File: src/rtl/tatf_pkg.sv
// Shared types, constants and table functions for the thermistor temperature filter.
// No dependencies; used by all rtl/tatf_* modules and the top level.
`default_nettype none

package tatf_pkg;

  // Input sample width and table geometry
  localparam int ADC_BITS      = 12;
  localparam int CODE_W        = 12;
  localparam int TEMP_W        = 7;
  localparam int REP_W         = 9;
  localparam int TABLE_ROWS    = 16;
  localparam int ROW_W         = 4;
  localparam int STEP_W        = 6;
  localparam int SEGMENT_STEPS = 5;
  localparam logic [TEMP_W-1:0] HOT_LIMIT_TEMP = 7'd105;

  // Module parameter defaults
  localparam int SAMPLES_DEF = 10;
  localparam int TRIM_DEF    = 3;

  // Configuration port
  localparam int ADDR_W  = 3;
  localparam int PDATA_W = 32;
  localparam int OFFS_W  = 8;
  localparam int SPIKE_W = 5;
  localparam logic [SPIKE_W-1:0] SPIKE_RST = 5'd5;

  typedef enum logic {
    REG_TEMP_OFFSET = 1'b0,
    REG_SPIKE_LIMIT = 1'b1
  } tatf_reg_t;

  typedef enum logic [2:0] {
    ST_IDLE,
    ST_SORT,
    ST_SUM,
    ST_DIV,
    ST_SEG,
    ST_FRAC,
    ST_POST
  } tatf_state_t;

  typedef struct packed {
    logic shift_in;   // push accepted sample into the batch
    logic sort_step;  // one odd/even compare-exchange pass
    logic sort_odd;   // pass parity
    logic acc_clr;    // clear accumulator
    logic sum_step;   // rotate batch, optionally accumulate head
    logic sum_take;   // head lies inside the kept window
    logic div_step;   // replace the sum by its quotient
    logic seg_load;   // latch average and segment index
    logic frac_load;  // latch table temperature
    logic post_load;  // spike filter, peak, offset; load outputs
  } tatf_cmd_t;

  // Table codes fall as the temperature rises
  function automatic logic [CODE_W-1:0] row_code(input logic [ROW_W-1:0] idx);
    logic [CODE_W-1:0] c;
    unique case (idx)
      4'd0:    c = 12'd2786;
      4'd1:    c = 12'd2615;
      4'd2:    c = 12'd2440;
      4'd3:    c = 12'd2263;
      4'd4:    c = 12'd2088;
      4'd5:    c = 12'd1918;
      4'd6:    c = 12'd1753;
      4'd7:    c = 12'd1597;
      4'd8:    c = 12'd1450;
      4'd9:    c = 12'd1311;
      4'd10:   c = 12'd1187;
      4'd11:   c = 12'd1071;
      4'd12:   c = 12'd966;
      4'd13:   c = 12'd871;
      4'd14:   c = 12'd786;
      default: c = 12'd709;
    endcase
    return c;
  endfunction

  function automatic logic [TEMP_W-1:0] row_temp(input logic [ROW_W-1:0] idx);
    return TEMP_W'(7'd25 + 7'd5 * TEMP_W'(idx));
  endfunction

  // Fifth of the code span of the segment ending at row idx (row 0 has none)
  function automatic logic [STEP_W-1:0] seg_step(input logic [ROW_W-1:0] idx);
    logic [STEP_W-1:0] s;
    unique case (idx)
      4'd1:    s = 6'd34;
      4'd2:    s = 6'd35;
      4'd3:    s = 6'd35;
      4'd4:    s = 6'd35;
      4'd5:    s = 6'd34;
      4'd6:    s = 6'd33;
      4'd7:    s = 6'd31;
      4'd8:    s = 6'd29;
      4'd9:    s = 6'd27;
      4'd10:   s = 6'd24;
      4'd11:   s = 6'd23;
      4'd12:   s = 6'd21;
      4'd13:   s = 6'd19;
      4'd14:   s = 6'd17;
      4'd15:   s = 6'd15;
      default: s = 6'd0;
    endcase
    return s;
  endfunction

endpackage

`default_nettype wire

File: src/rtl/adc_thermistor_temperature_filter.sv
// Top level of the thermistor temperature filter: configuration registers,
// controller and datapath. Depends on tatf_pkg, tatf_regs, tatf_ctrl, tatf_dp.
//
// Usage:
//   Input channel (in_valid/in_ready/in_adc_sample) takes raw ADC samples. Each
//   transfer that does not complete a batch produces no result.
//   The SAMPLES-th transfer of a batch starts processing: odd/even sort passes,
//   trimmed accumulation, a reciprocal-multiply divide, then segment search,
//   interpolation and result load. in_ready is low during processing.
//   Output channel (out_valid/out_ready) holds one result in a register; new
//   samples are taken while it waits. If a batch finishes while the previous
//   result is still held, the block waits before loading it.
//   APB-style port: temp_offset at 0x0, spike_limit at 0x4; pready is always high.
//   Reset (rst_n low, synchronous) empties the batch, clears the previous and peak
//   temperatures, drops any pending result and returns the registers to defaults.
`default_nettype none

module adc_thermistor_temperature_filter #(
  parameter int SAMPLES = tatf_pkg::SAMPLES_DEF,
  parameter int TRIM    = tatf_pkg::TRIM_DEF
) (
  input  wire logic                                  clk,
  input  wire logic                                  rst_n,
  input  wire logic                                  in_valid,
  output logic                                       in_ready,
  input  wire logic [tatf_pkg::ADC_BITS-1:0]         in_adc_sample,
  output logic                                       out_valid,
  input  wire logic                                  out_ready,
  output logic signed [tatf_pkg::REP_W-1:0]          out_reported_temp,
  output logic [tatf_pkg::TEMP_W-1:0]                out_filtered_temp,
  output logic [tatf_pkg::TEMP_W-1:0]                out_peak_temp_out,
  output logic [tatf_pkg::ADC_BITS-1:0]              out_averaged_adc,
  input  wire logic                                  psel,
  input  wire logic                                  penable,
  input  wire logic                                  pwrite,
  input  wire logic [tatf_pkg::ADDR_W-1:0]           paddr,
  input  wire logic [tatf_pkg::PDATA_W-1:0]          pwdata,
  output logic [tatf_pkg::PDATA_W-1:0]               prdata,
  output logic                                       pready
);

  tatf_pkg::tatf_cmd_t                 cmd;
  logic signed [tatf_pkg::OFFS_W-1:0]  temp_offset;
  logic [tatf_pkg::SPIKE_W-1:0]        spike_limit;

  tatf_regs u_regs (
    .clk         (clk),
    .rst_n       (rst_n),
    .psel        (psel),
    .penable     (penable),
    .pwrite      (pwrite),
    .paddr       (paddr),
    .pwdata      (pwdata),
    .prdata      (prdata),
    .pready      (pready),
    .temp_offset (temp_offset),
    .spike_limit (spike_limit)
  );

  tatf_ctrl #(
    .SAMPLES (SAMPLES),
    .TRIM    (TRIM)
  ) u_ctrl (
    .clk       (clk),
    .rst_n     (rst_n),
    .in_valid  (in_valid),
    .in_ready  (in_ready),
    .out_valid (out_valid),
    .out_ready (out_ready),
    .cmd       (cmd)
  );

  tatf_dp #(
    .SAMPLES (SAMPLES),
    .TRIM    (TRIM)
  ) u_dp (
    .clk           (clk),
    .rst_n         (rst_n),
    .cmd           (cmd),
    .in_sample     (in_adc_sample),
    .temp_offset   (temp_offset),
    .spike_limit   (spike_limit),
    .reported_temp (out_reported_temp),
    .filtered_temp (out_filtered_temp),
    .peak_temp_out (out_peak_temp_out),
    .averaged_adc  (out_averaged_adc)
  );

endmodule

`default_nettype wire

File: src/rtl/tatf_regs.sv
// Configuration registers (temp_offset, spike_limit) behind the APB-style port.
// Depends on tatf_pkg.
`default_nettype none

module tatf_regs (
  input  wire logic                               clk,
  input  wire logic                               rst_n,
  input  wire logic                               psel,
  input  wire logic                               penable,
  input  wire logic                               pwrite,
  input  wire logic [tatf_pkg::ADDR_W-1:0]        paddr,
  input  wire logic [tatf_pkg::PDATA_W-1:0]       pwdata,
  output logic      [tatf_pkg::PDATA_W-1:0]       prdata,
  output logic                                    pready,
  output logic signed [tatf_pkg::OFFS_W-1:0]      temp_offset,
  output logic      [tatf_pkg::SPIKE_W-1:0]       spike_limit
);

  logic signed [tatf_pkg::OFFS_W-1:0]  offset_r, offset_nxt;
  logic        [tatf_pkg::SPIKE_W-1:0] spike_r, spike_nxt;
  logic                                wr_en;
  tatf_pkg::tatf_reg_t                 reg_sel;

  assign pready  = 1'b1;
  assign wr_en   = psel & penable & pwrite & pready;
  assign reg_sel = tatf_pkg::tatf_reg_t'(paddr[2]);

  always_comb begin
    offset_nxt = offset_r;
    spike_nxt  = spike_r;
    if (wr_en) begin
      unique case (reg_sel)
        tatf_pkg::REG_TEMP_OFFSET: offset_nxt = pwdata[tatf_pkg::OFFS_W-1:0];
        tatf_pkg::REG_SPIKE_LIMIT: spike_nxt  = pwdata[tatf_pkg::SPIKE_W-1:0];
        default: ;
      endcase
    end
  end

  always_ff @(posedge clk) begin
    if (!rst_n) begin
      offset_r <= '0;
      spike_r  <= tatf_pkg::SPIKE_RST;
    end else begin
      offset_r <= offset_nxt;
      spike_r  <= spike_nxt;
    end
  end

  always_comb begin
    unique case (reg_sel)
      tatf_pkg::REG_TEMP_OFFSET:
        prdata = {{(tatf_pkg::PDATA_W-tatf_pkg::OFFS_W){1'b0}}, offset_r};
      tatf_pkg::REG_SPIKE_LIMIT:
        prdata = {{(tatf_pkg::PDATA_W-tatf_pkg::SPIKE_W){1'b0}}, spike_r};
      default: prdata = '0;
    endcase
  end

  assign temp_offset = offset_r;
  assign spike_limit = spike_r;

endmodule

`default_nettype wire

File: src/rtl/tatf_ctrl.sv
// Controller: batch counter, phase counter and the state machine that sequences
// sort, trimmed sum, divide, table lookup and result output. Depends on tatf_pkg.
`default_nettype none

module tatf_ctrl #(
  parameter int SAMPLES = tatf_pkg::SAMPLES_DEF,
  parameter int TRIM    = tatf_pkg::TRIM_DEF
) (
  input  wire logic           clk,
  input  wire logic           rst_n,
  input  wire logic           in_valid,
  output logic                in_ready,
  output logic                out_valid,
  input  wire logic           out_ready,
  output tatf_pkg::tatf_cmd_t cmd
);

  localparam int TRIM_E = (2 * TRIM >= SAMPLES) ? (SAMPLES - 1) / 2 : TRIM;
  localparam int CNT_W  = $clog2(SAMPLES + 1);
  localparam int SC_W   = $clog2(SAMPLES);

  tatf_pkg::tatf_state_t state_r, state_nxt;
  logic [CNT_W-1:0]      cnt_r, cnt_nxt;
  logic [SC_W-1:0]       scnt_r, scnt_nxt;
  logic                  out_valid_r, out_valid_nxt;

  always_ff @(posedge clk) begin
    if (!rst_n) begin
      state_r     <= tatf_pkg::ST_IDLE;
      cnt_r       <= '0;
      scnt_r      <= '0;
      out_valid_r <= 1'b0;
    end else begin
      state_r     <= state_nxt;
      cnt_r       <= cnt_nxt;
      scnt_r      <= scnt_nxt;
      out_valid_r <= out_valid_nxt;
    end
  end

  always_comb begin
    cmd           = '0;
    in_ready      = 1'b0;
    state_nxt     = state_r;
    cnt_nxt       = cnt_r;
    scnt_nxt      = scnt_r;
    out_valid_nxt = out_valid_r & ~out_ready;
    unique case (state_r)
      tatf_pkg::ST_IDLE: begin
        in_ready = 1'b1;
        if (in_valid) begin
          cmd.shift_in = 1'b1;
          if (scnt_r == SC_W'(SAMPLES - 1)) begin
            scnt_nxt  = '0;
            cnt_nxt   = '0;
            state_nxt = tatf_pkg::ST_SORT;
          end else begin
            scnt_nxt = scnt_r + SC_W'(1);
          end
        end
      end
      tatf_pkg::ST_SORT: begin
        cmd.sort_step = 1'b1;
        cmd.sort_odd  = cnt_r[0];
        if (cnt_r == CNT_W'(SAMPLES - 1)) begin
          cnt_nxt     = '0;
          cmd.acc_clr = 1'b1;
          state_nxt   = tatf_pkg::ST_SUM;
        end else begin
          cnt_nxt = cnt_r + CNT_W'(1);
        end
      end
      tatf_pkg::ST_SUM: begin
        // keep only the sorted positions between the two trimmed ends
        cmd.sum_step = 1'b1;
        cmd.sum_take = (cnt_r >= CNT_W'(TRIM_E)) && (cnt_r < CNT_W'(SAMPLES - TRIM_E));
        if (cnt_r == CNT_W'(SAMPLES - 1)) begin
          cnt_nxt   = '0;
          state_nxt = tatf_pkg::ST_DIV;
        end else begin
          cnt_nxt = cnt_r + CNT_W'(1);
        end
      end
      tatf_pkg::ST_DIV: begin
        cmd.div_step = 1'b1;
        state_nxt    = tatf_pkg::ST_SEG;
      end
      tatf_pkg::ST_SEG: begin
        cmd.seg_load = 1'b1;
        state_nxt    = tatf_pkg::ST_FRAC;
      end
      tatf_pkg::ST_FRAC: begin
        cmd.frac_load = 1'b1;
        state_nxt     = tatf_pkg::ST_POST;
      end
      tatf_pkg::ST_POST: begin
        // hold until the previous result has been taken
        if (!out_valid_r || out_ready) begin
          cmd.post_load = 1'b1;
          out_valid_nxt = 1'b1;
          state_nxt     = tatf_pkg::ST_IDLE;
        end
      end
      default: state_nxt = tatf_pkg::ST_IDLE;
    endcase
  end

  assign out_valid = out_valid_r;

endmodule

`default_nettype wire

File: src/rtl/tatf_dp.sv
// Datapath: sample batch with odd/even transposition sort, trimmed accumulator,
// reciprocal divider, table conversion, spike filter, peak and offset. Depends on tatf_pkg.
`default_nettype none

module tatf_dp #(
  parameter int SAMPLES = tatf_pkg::SAMPLES_DEF,
  parameter int TRIM    = tatf_pkg::TRIM_DEF
) (
  input  wire logic                                 clk,
  input  wire logic                                 rst_n,
  input  wire tatf_pkg::tatf_cmd_t                  cmd,
  input  wire logic [tatf_pkg::ADC_BITS-1:0]        in_sample,
  input  wire logic signed [tatf_pkg::OFFS_W-1:0]   temp_offset,
  input  wire logic [tatf_pkg::SPIKE_W-1:0]         spike_limit,
  output logic signed [tatf_pkg::REP_W-1:0]         reported_temp,
  output logic [tatf_pkg::TEMP_W-1:0]               filtered_temp,
  output logic [tatf_pkg::TEMP_W-1:0]               peak_temp_out,
  output logic [tatf_pkg::ADC_BITS-1:0]             averaged_adc
);

  localparam int AW      = tatf_pkg::ADC_BITS;
  localparam int TW      = tatf_pkg::TEMP_W;
  localparam int CW      = tatf_pkg::CODE_W;
  localparam int RW      = tatf_pkg::ROW_W;
  localparam int TRIM_E  = (2 * TRIM >= SAMPLES) ? (SAMPLES - 1) / 2 : TRIM;
  localparam int KEEP    = SAMPLES - 2 * TRIM_E;
  localparam int SUM_W   = AW + $clog2(SAMPLES);
  localparam int KEEP_LG = $clog2(KEEP);
  localparam int DIV_SH  = SUM_W + KEEP_LG;
  localparam int RCP_W   = SUM_W + 2;
  localparam int PROD_W  = SUM_W + RCP_W;
  // rounded-up reciprocal of the kept count: floor quotient is exact below 2**SUM_W
  localparam logic [RCP_W-1:0] RCP =
    RCP_W'(((64'd1 << DIV_SH) + 64'(KEEP) - 64'd1) / 64'(KEEP));

  // ---------------- batch store, sort, rotate ----------------
  logic [AW-1:0] smp_r   [SAMPLES];
  logic [AW-1:0] smp_nxt [SAMPLES];

  always_comb begin
    smp_nxt = smp_r;
    if (cmd.shift_in) begin
      for (int k = 0; k < SAMPLES - 1; k++) smp_nxt[k] = smp_r[k+1];
      smp_nxt[SAMPLES-1] = in_sample;
    end else if (cmd.sort_step) begin
      // pairs of one parity are disjoint: exchange each out-of-order pair
      for (int k = 0; k < SAMPLES - 1; k++) begin
        if ((1'(k & 1) == cmd.sort_odd) && (smp_r[k] > smp_r[k+1])) begin
          smp_nxt[k]   = smp_r[k+1];
          smp_nxt[k+1] = smp_r[k];
        end
      end
    end else if (cmd.sum_step) begin
      for (int k = 0; k < SAMPLES - 1; k++) smp_nxt[k] = smp_r[k+1];
      smp_nxt[SAMPLES-1] = smp_r[0];
    end
  end

  always_ff @(posedge clk) begin
    smp_r <= smp_nxt;
  end

  // ---------------- accumulator and divider ----------------
  logic [SUM_W-1:0]  acc_r, acc_nxt;
  logic [PROD_W-1:0] prod;

  assign prod = PROD_W'(acc_r) * PROD_W'(RCP);

  always_comb begin
    acc_nxt = acc_r;
    if (cmd.acc_clr) begin
      acc_nxt = '0;
    end else if (cmd.sum_step) begin
      if (cmd.sum_take) acc_nxt = acc_r + SUM_W'(smp_r[0]);
    end else if (cmd.div_step) begin
      acc_nxt = SUM_W'(prod[DIV_SH +: AW]);
    end
  end

  always_ff @(posedge clk) begin
    acc_r <= acc_nxt;
  end

  // ---------------- table segment search ----------------
  logic [AW-1:0] avg_r;
  logic [RW-1:0] seg_r;
  logic          hot_r;
  logic [AW-1:0] avg_in;
  logic [RW-1:0] seg_c;
  logic          hot_c;

  assign avg_in = acc_r[AW-1:0];

  always_comb begin
    hot_c = 1'b1;
    seg_c = RW'(1);
    // lowest row whose code lies below the reading wins
    for (int i = tatf_pkg::TABLE_ROWS - 1; i >= 1; i--) begin
      if (avg_in > tatf_pkg::row_code(RW'(i))) begin
        hot_c = 1'b0;
        seg_c = RW'(i);
      end
    end
  end

  always_ff @(posedge clk) begin
    if (cmd.seg_load) begin
      avg_r <= avg_in;
      seg_r <= seg_c;
      hot_r <= hot_c;
    end
  end

  // ---------------- fifth-step interpolation ----------------
  logic [TW-1:0] temp_r;
  logic [TW-1:0] temp_c;

  always_comb begin
    logic [CW-1:0]               hi;
    logic [CW-1:0]               lo;
    logic [CW-1:0]               n;
    logic [tatf_pkg::STEP_W-1:0] stp;
    logic [TW-1:0]               t;
    logic [TW-1:0]               t_top;
    logic                        go;
    hi    = tatf_pkg::row_code(seg_r - RW'(1));
    lo    = tatf_pkg::row_code(seg_r);
    stp   = tatf_pkg::seg_step(seg_r);
    t     = tatf_pkg::row_temp(seg_r - RW'(1));
    t_top = tatf_pkg::row_temp(seg_r);
    go    = (stp != '0);
    for (int k = 1; k <= tatf_pkg::SEGMENT_STEPS; k++) begin
      n  = hi - CW'(stp) * CW'(k);
      go = go && (n > lo) && (CW'(avg_r) <= n);
      if (go) t = t + TW'(1);
    end
    if (t > t_top) t = t_top;
    temp_c = hot_r ? tatf_pkg::HOT_LIMIT_TEMP : t;
  end

  always_ff @(posedge clk) begin
    if (cmd.frac_load) temp_r <= temp_c;
  end

  // ---------------- spike filter, peak, offset ----------------
  logic [TW-1:0] prev_r, prev_nxt;
  logic [TW-1:0] peak_r, peak_nxt;
  logic [TW-1:0] diff;
  logic          reject;
  logic [TW-1:0] t_flt;
  logic signed [tatf_pkg::REP_W-1:0] rep_c;

  assign diff   = (temp_r >= prev_r) ? temp_r - prev_r : prev_r - temp_r;
  assign reject = (prev_r != '0) && (diff >= TW'(spike_limit));
  assign t_flt  = reject ? prev_r : temp_r;
  assign rep_c  = $signed({2'b00, t_flt})
                - $signed({temp_offset[tatf_pkg::OFFS_W-1], temp_offset});

  always_comb begin
    prev_nxt = prev_r;
    peak_nxt = peak_r;
    if (cmd.post_load) begin
      prev_nxt = t_flt;
      if (t_flt > peak_r) peak_nxt = t_flt;
    end
  end

  always_ff @(posedge clk) begin
    if (!rst_n) begin
      prev_r <= '0;
      peak_r <= '0;
    end else begin
      prev_r <= prev_nxt;
      peak_r <= peak_nxt;
    end
  end

  logic signed [tatf_pkg::REP_W-1:0] rep_r;
  logic [TW-1:0]                     flt_r;
  logic [TW-1:0]                     pk_out_r;
  logic [AW-1:0]                     avg_out_r;

  always_ff @(posedge clk) begin
    if (cmd.post_load) begin
      rep_r     <= rep_c;
      flt_r     <= t_flt;
      pk_out_r  <= peak_nxt;
      avg_out_r <= avg_r;
    end
  end

  assign reported_temp = rep_r;
  assign filtered_temp = flt_r;
  assign peak_temp_out = pk_out_r;
  assign averaged_adc  = avg_out_r;

endmodule

`default_nettype wire

File: config.mk
export PLATFORM = sky130hd
export DESIGN_NAME = adc_thermistor_temperature_filter
export DESIGN_NICKNAME = d
export VERILOG_FILES = /design/src/rtl/tatf_pkg.sv /design/src/rtl/adc_thermistor_temperature_filter.sv /design/src/rtl/tatf_regs.sv /design/src/rtl/tatf_ctrl.sv /design/src/rtl/tatf_dp.sv
export SDC_FILE = /design/constraint.sdc
export NUM_CORES = 1
export LEC_CHECK = 0
export BUFFER_PORTS_ARGS = -buffer_cell sky130_fd_sc_hd__buf_2
export CAP_MARGIN = 20
export CORE_MARGIN = 2
export CORE_UTILIZATION = 25
export DETAILED_ROUTE_END_ITERATION = 8
export PLACE_DENSITY = 0.48
export SYNTH_ARGS = -nofsm -noshare
export SYNTH_HDL_FRONTEND = slang
export SYNTH_HIERARCHICAL = 1
export SYNTH_SLANG_ARGS = --single-unit
File: constraint.sdc
create_clock -name clk -period 10.2 [get_ports clk]
set_input_delay 1.02 -clock clk [delete_from_list [all_inputs] [get_ports clk]]
set_output_delay 1.02 -clock clk [all_outputs]
set_load 0.01 [all_outputs]
==> qor.txt <==
CTS sink cnt - 232
Fin Hold WS - 0.477 ns
fmax - 105 MHz
worst r2r path cells - 46
routed wire length - 57.6 mm
largest net degree at the start of global routing - 49
Setup Viol. Count Final - 0
DR vias - 16484
Syn Area/Cell - 9.06 um^2
CP Data Arrival Time - 9.88 ns
Data required, critical path - 10.52 ns
post-layout min period - 9.56 ns
Die Y - 294 um
H-tree level count - 1
Pwr per Cell Area - 200 nW/um^2
routed len/inst - 16.3 um
Initial Utilization - 25.2%
GP Congestion - 0.851
Port Buffers - 72
Syn. warnings - 6
CP startpoint kind - flop
Comb pwr share - 47.8%
crit-path most repeated cell - ha_1
Setup Skew - 0.0281 ns
Max-Cap Viols - 0
Synth Cell Area - 21000 um^2
vias per cell - 4.67
initial drt markers - 823
Clk pin slew, worst setup/hold paths - 0.06 ns
placed cells - 3461
Slowest cell on crit path - or4_1
Distinct cells, synth - 85
Clk pwr share - 21.9%
sequential area share after synthesis - 30.6%
worst r2r src - u_dp/seg_r[2]
Worst Hold Launch - u_regs/temp_offset[5]
highest net fanout along the worst path - 6
reg-to-reg endpoint - u_dp/temp_r[5]
final net count - 2843
Critical path origin - u_dp/seg_r[2]
leading cell types in the layout, fill and taps excluded - 348 x ha_1, 290 x inv_1, 179 x edfxtp_1
static leakage - 10.7 nW
Setup TNS - 0 ns
status - finished, final reports clean
Peak VDD IR - 0.134 mV
fin area - 23900 um^2
Hold Crit Depth - 2
share of layout cells above drive strength 1 - 10.2%
switch share - 40.0%
placed instance area - 22800 um^2
core area - 83400 um^2
final hold vios - 0
Cells after Synth - 2323
hold buffers post-CTS - 0
commonest non-fill, non-tap cell in the layout - ha_1
worst hold endpoint - u_regs/temp_offset[5]
FF-to-FF setup slack - 0.64 ns
fin cells - 3526
Slew Viols, Final - 0
P_sw - 1.91 mW
Yosys reg bits - 232
row count - 106
DRC viols - 0
Seq pwr share - 30.3%
Clk Latency, worst-skew pair - 0.58 ns
worst min-delay path class - flop to flop
vias in the first global route - 15764
asr flop ratio synth - 0%
drt pass-1 iters - 5
Post-synth EDFFs - 179
top_reg_cell synth - edfxtp_1
Die W - 294 um
DP HPWL - 45.3 mm
Worst path max stage delay - 0.52 ns
total power draw - 4.79 mW
Routed Antenna Nets - 0
total track usage - 13.1%
Tcrit/Tclk final - 93.8%
num ports - 124
root buffer cell - clkbuf_16
CTS Buf Count - 30
Least-Margin Pin Slew - 0.987 ns
GRT Residual Overflow - 0
clk buf depth - 3
synthesis-to-finish area growth - 13.8%
CP Class - flop to flop
critical path capture point type - flop
first-pass GRT wire length - 90.4 mm
CTS tree - done
antenna violations before repair - 1
Die Footprint - 86500 um^2
slew margin rel. - 34.0%
antenna cells - 0
Pint - 2.87 mW
==> flip-flops by register name, indices dropped and copies added, names as in the netlist <==
| register | flops |
|---|---|
| u_dp/prev_r | 7 |
| u_dp/peak_temp_out | 7 |
| u_dp/reported_temp | 9 |
| u_dp/acc_r | 14 |
| u_ctrl/cnt_r | 4 |
| u_ctrl/state_r | 3 |
| u_dp/filtered_temp | 7 |
| u_dp/averaged_adc | 12 |
| u_dp/smp_r | 120 |
| u_regs/temp_offset | 8 |
| u_ctrl/out_valid | 1 |
| u_dp/seg_r | 4 |
| u_dp/peak_r | 7 |
| u_dp/temp_r | 7 |
| u_ctrl/scnt_r | 4 |
| u_regs/spike_limit | 5 |
| u_dp/hot_r | 1 |
| u_dp/avg_r | 12 |
==> how the worst max path moves through the flow <==
stage | end | cells past startpoint
6_report | u_dp/temp_r[5] | 46
2_1_floorplan | u_dp/temp_r[5] | 54
5_1_grt | u_dp/temp_r[5] | 51
4_1_cts | u_dp/temp_r[0] | 47
3_3_place_gp | u_dp/temp_r[0] | 47
3_5_place_dp | u_dp/temp_r[0] | 47
==> metal layers <==
metal  global-route usage (%)  vias up  share of wire (%)
li1                         -     8498                  -
met1                     19.0     7677                 50
met2                     21.0      248                 44
met3                     1.29       61                3.6
met4                     2.86        0                2.3
met5                        0        -                  0
==> cell usage after synthesis, drive strengths merged, types with 38 or more instances <==
library cell	n	area (um^2)
xnor2	53	464
edfxtp	179	5380
dfxtp	53	1060
buf	38	277
xor2	40	350
ha	349	4370
nor2	132	495
o21ai	145	726
nor2b	56	358
a22o	53	464
clkbuf	62	233
nor3	38	195
nand2	145	544
nand2b	41	257
inv	291	1090
a21o	70	526
a21oi	159	796
nand4	59	369
==> metrics by stage <==
| step | setup WS [ns] | utilization [%] |
|---|---|---|
| floorplan | 0.0373 | - |
| detailed placement | 0.172 | 27.3 |
| finish | 0.636 | 28.7 |
| CTS | 0.119 | 28.5 |
| global placement | 0.160 | 27.3 |
| global route | -0.0355 | 28.7 |
==> cells by family after synthesis <==
kind of cell,count (synthesis),share of synthesized area [%]
xor gates and xnor gates,93,3.87
DFF,232,30.6
AOI/OAI and AO/OA,604,18.6
and+or+nand+nor,587,14.5
other,2,0.0357
adders and majority gates,367,22.5
muxes,45,2.27
buffers and inverters,393,7.65
==> timing repair <==
item / in CTS / in global routing
resized for setup: 0 / 25
buffers inserted: 0 / 7
endpoints found under the setup margin: 0 / 7
hold endpoints to repair: 0 / 0
==> worst max-delay path: cells and delay by family, from the launching register on <==
kind,cells,cell delay (ns)
compound gates,14,2.30
xor+xnor,3,0.64
fa+ha+maj,6,1.58
buf+inv,5,0.52
flops,1,0.38
mux,2,0.33
simple gates,16,3.54
==> cell type report <==
cell class	instances	area [um^2]
fillers	8849	59500
multi-input cells	1721	13200
flip-flops and latches	232	6440
well taps	1080	1350
inverters	293	1100
repair buffers	144	908
clock buffers	46	872
clock inverters	10	105
==> power groups by stage <==
| stage | logic (mW) | registers (mW) | clock network [mW] |
|---|---|---|---|
| global placement | 2.23 | 1.47 | 0 |
| finish | 2.29 | 1.45 | 1.05 |
| global route | 2.64 | 1.47 | 1.12 |
| detailed placement | 2.23 | 1.47 | 0 |
| floorplan | 1.71 | 1.36 | 0 |
| CTS | 2.25 | 1.45 | 1.09 |
No activity file was read; power rests on OpenSTA's default activity.
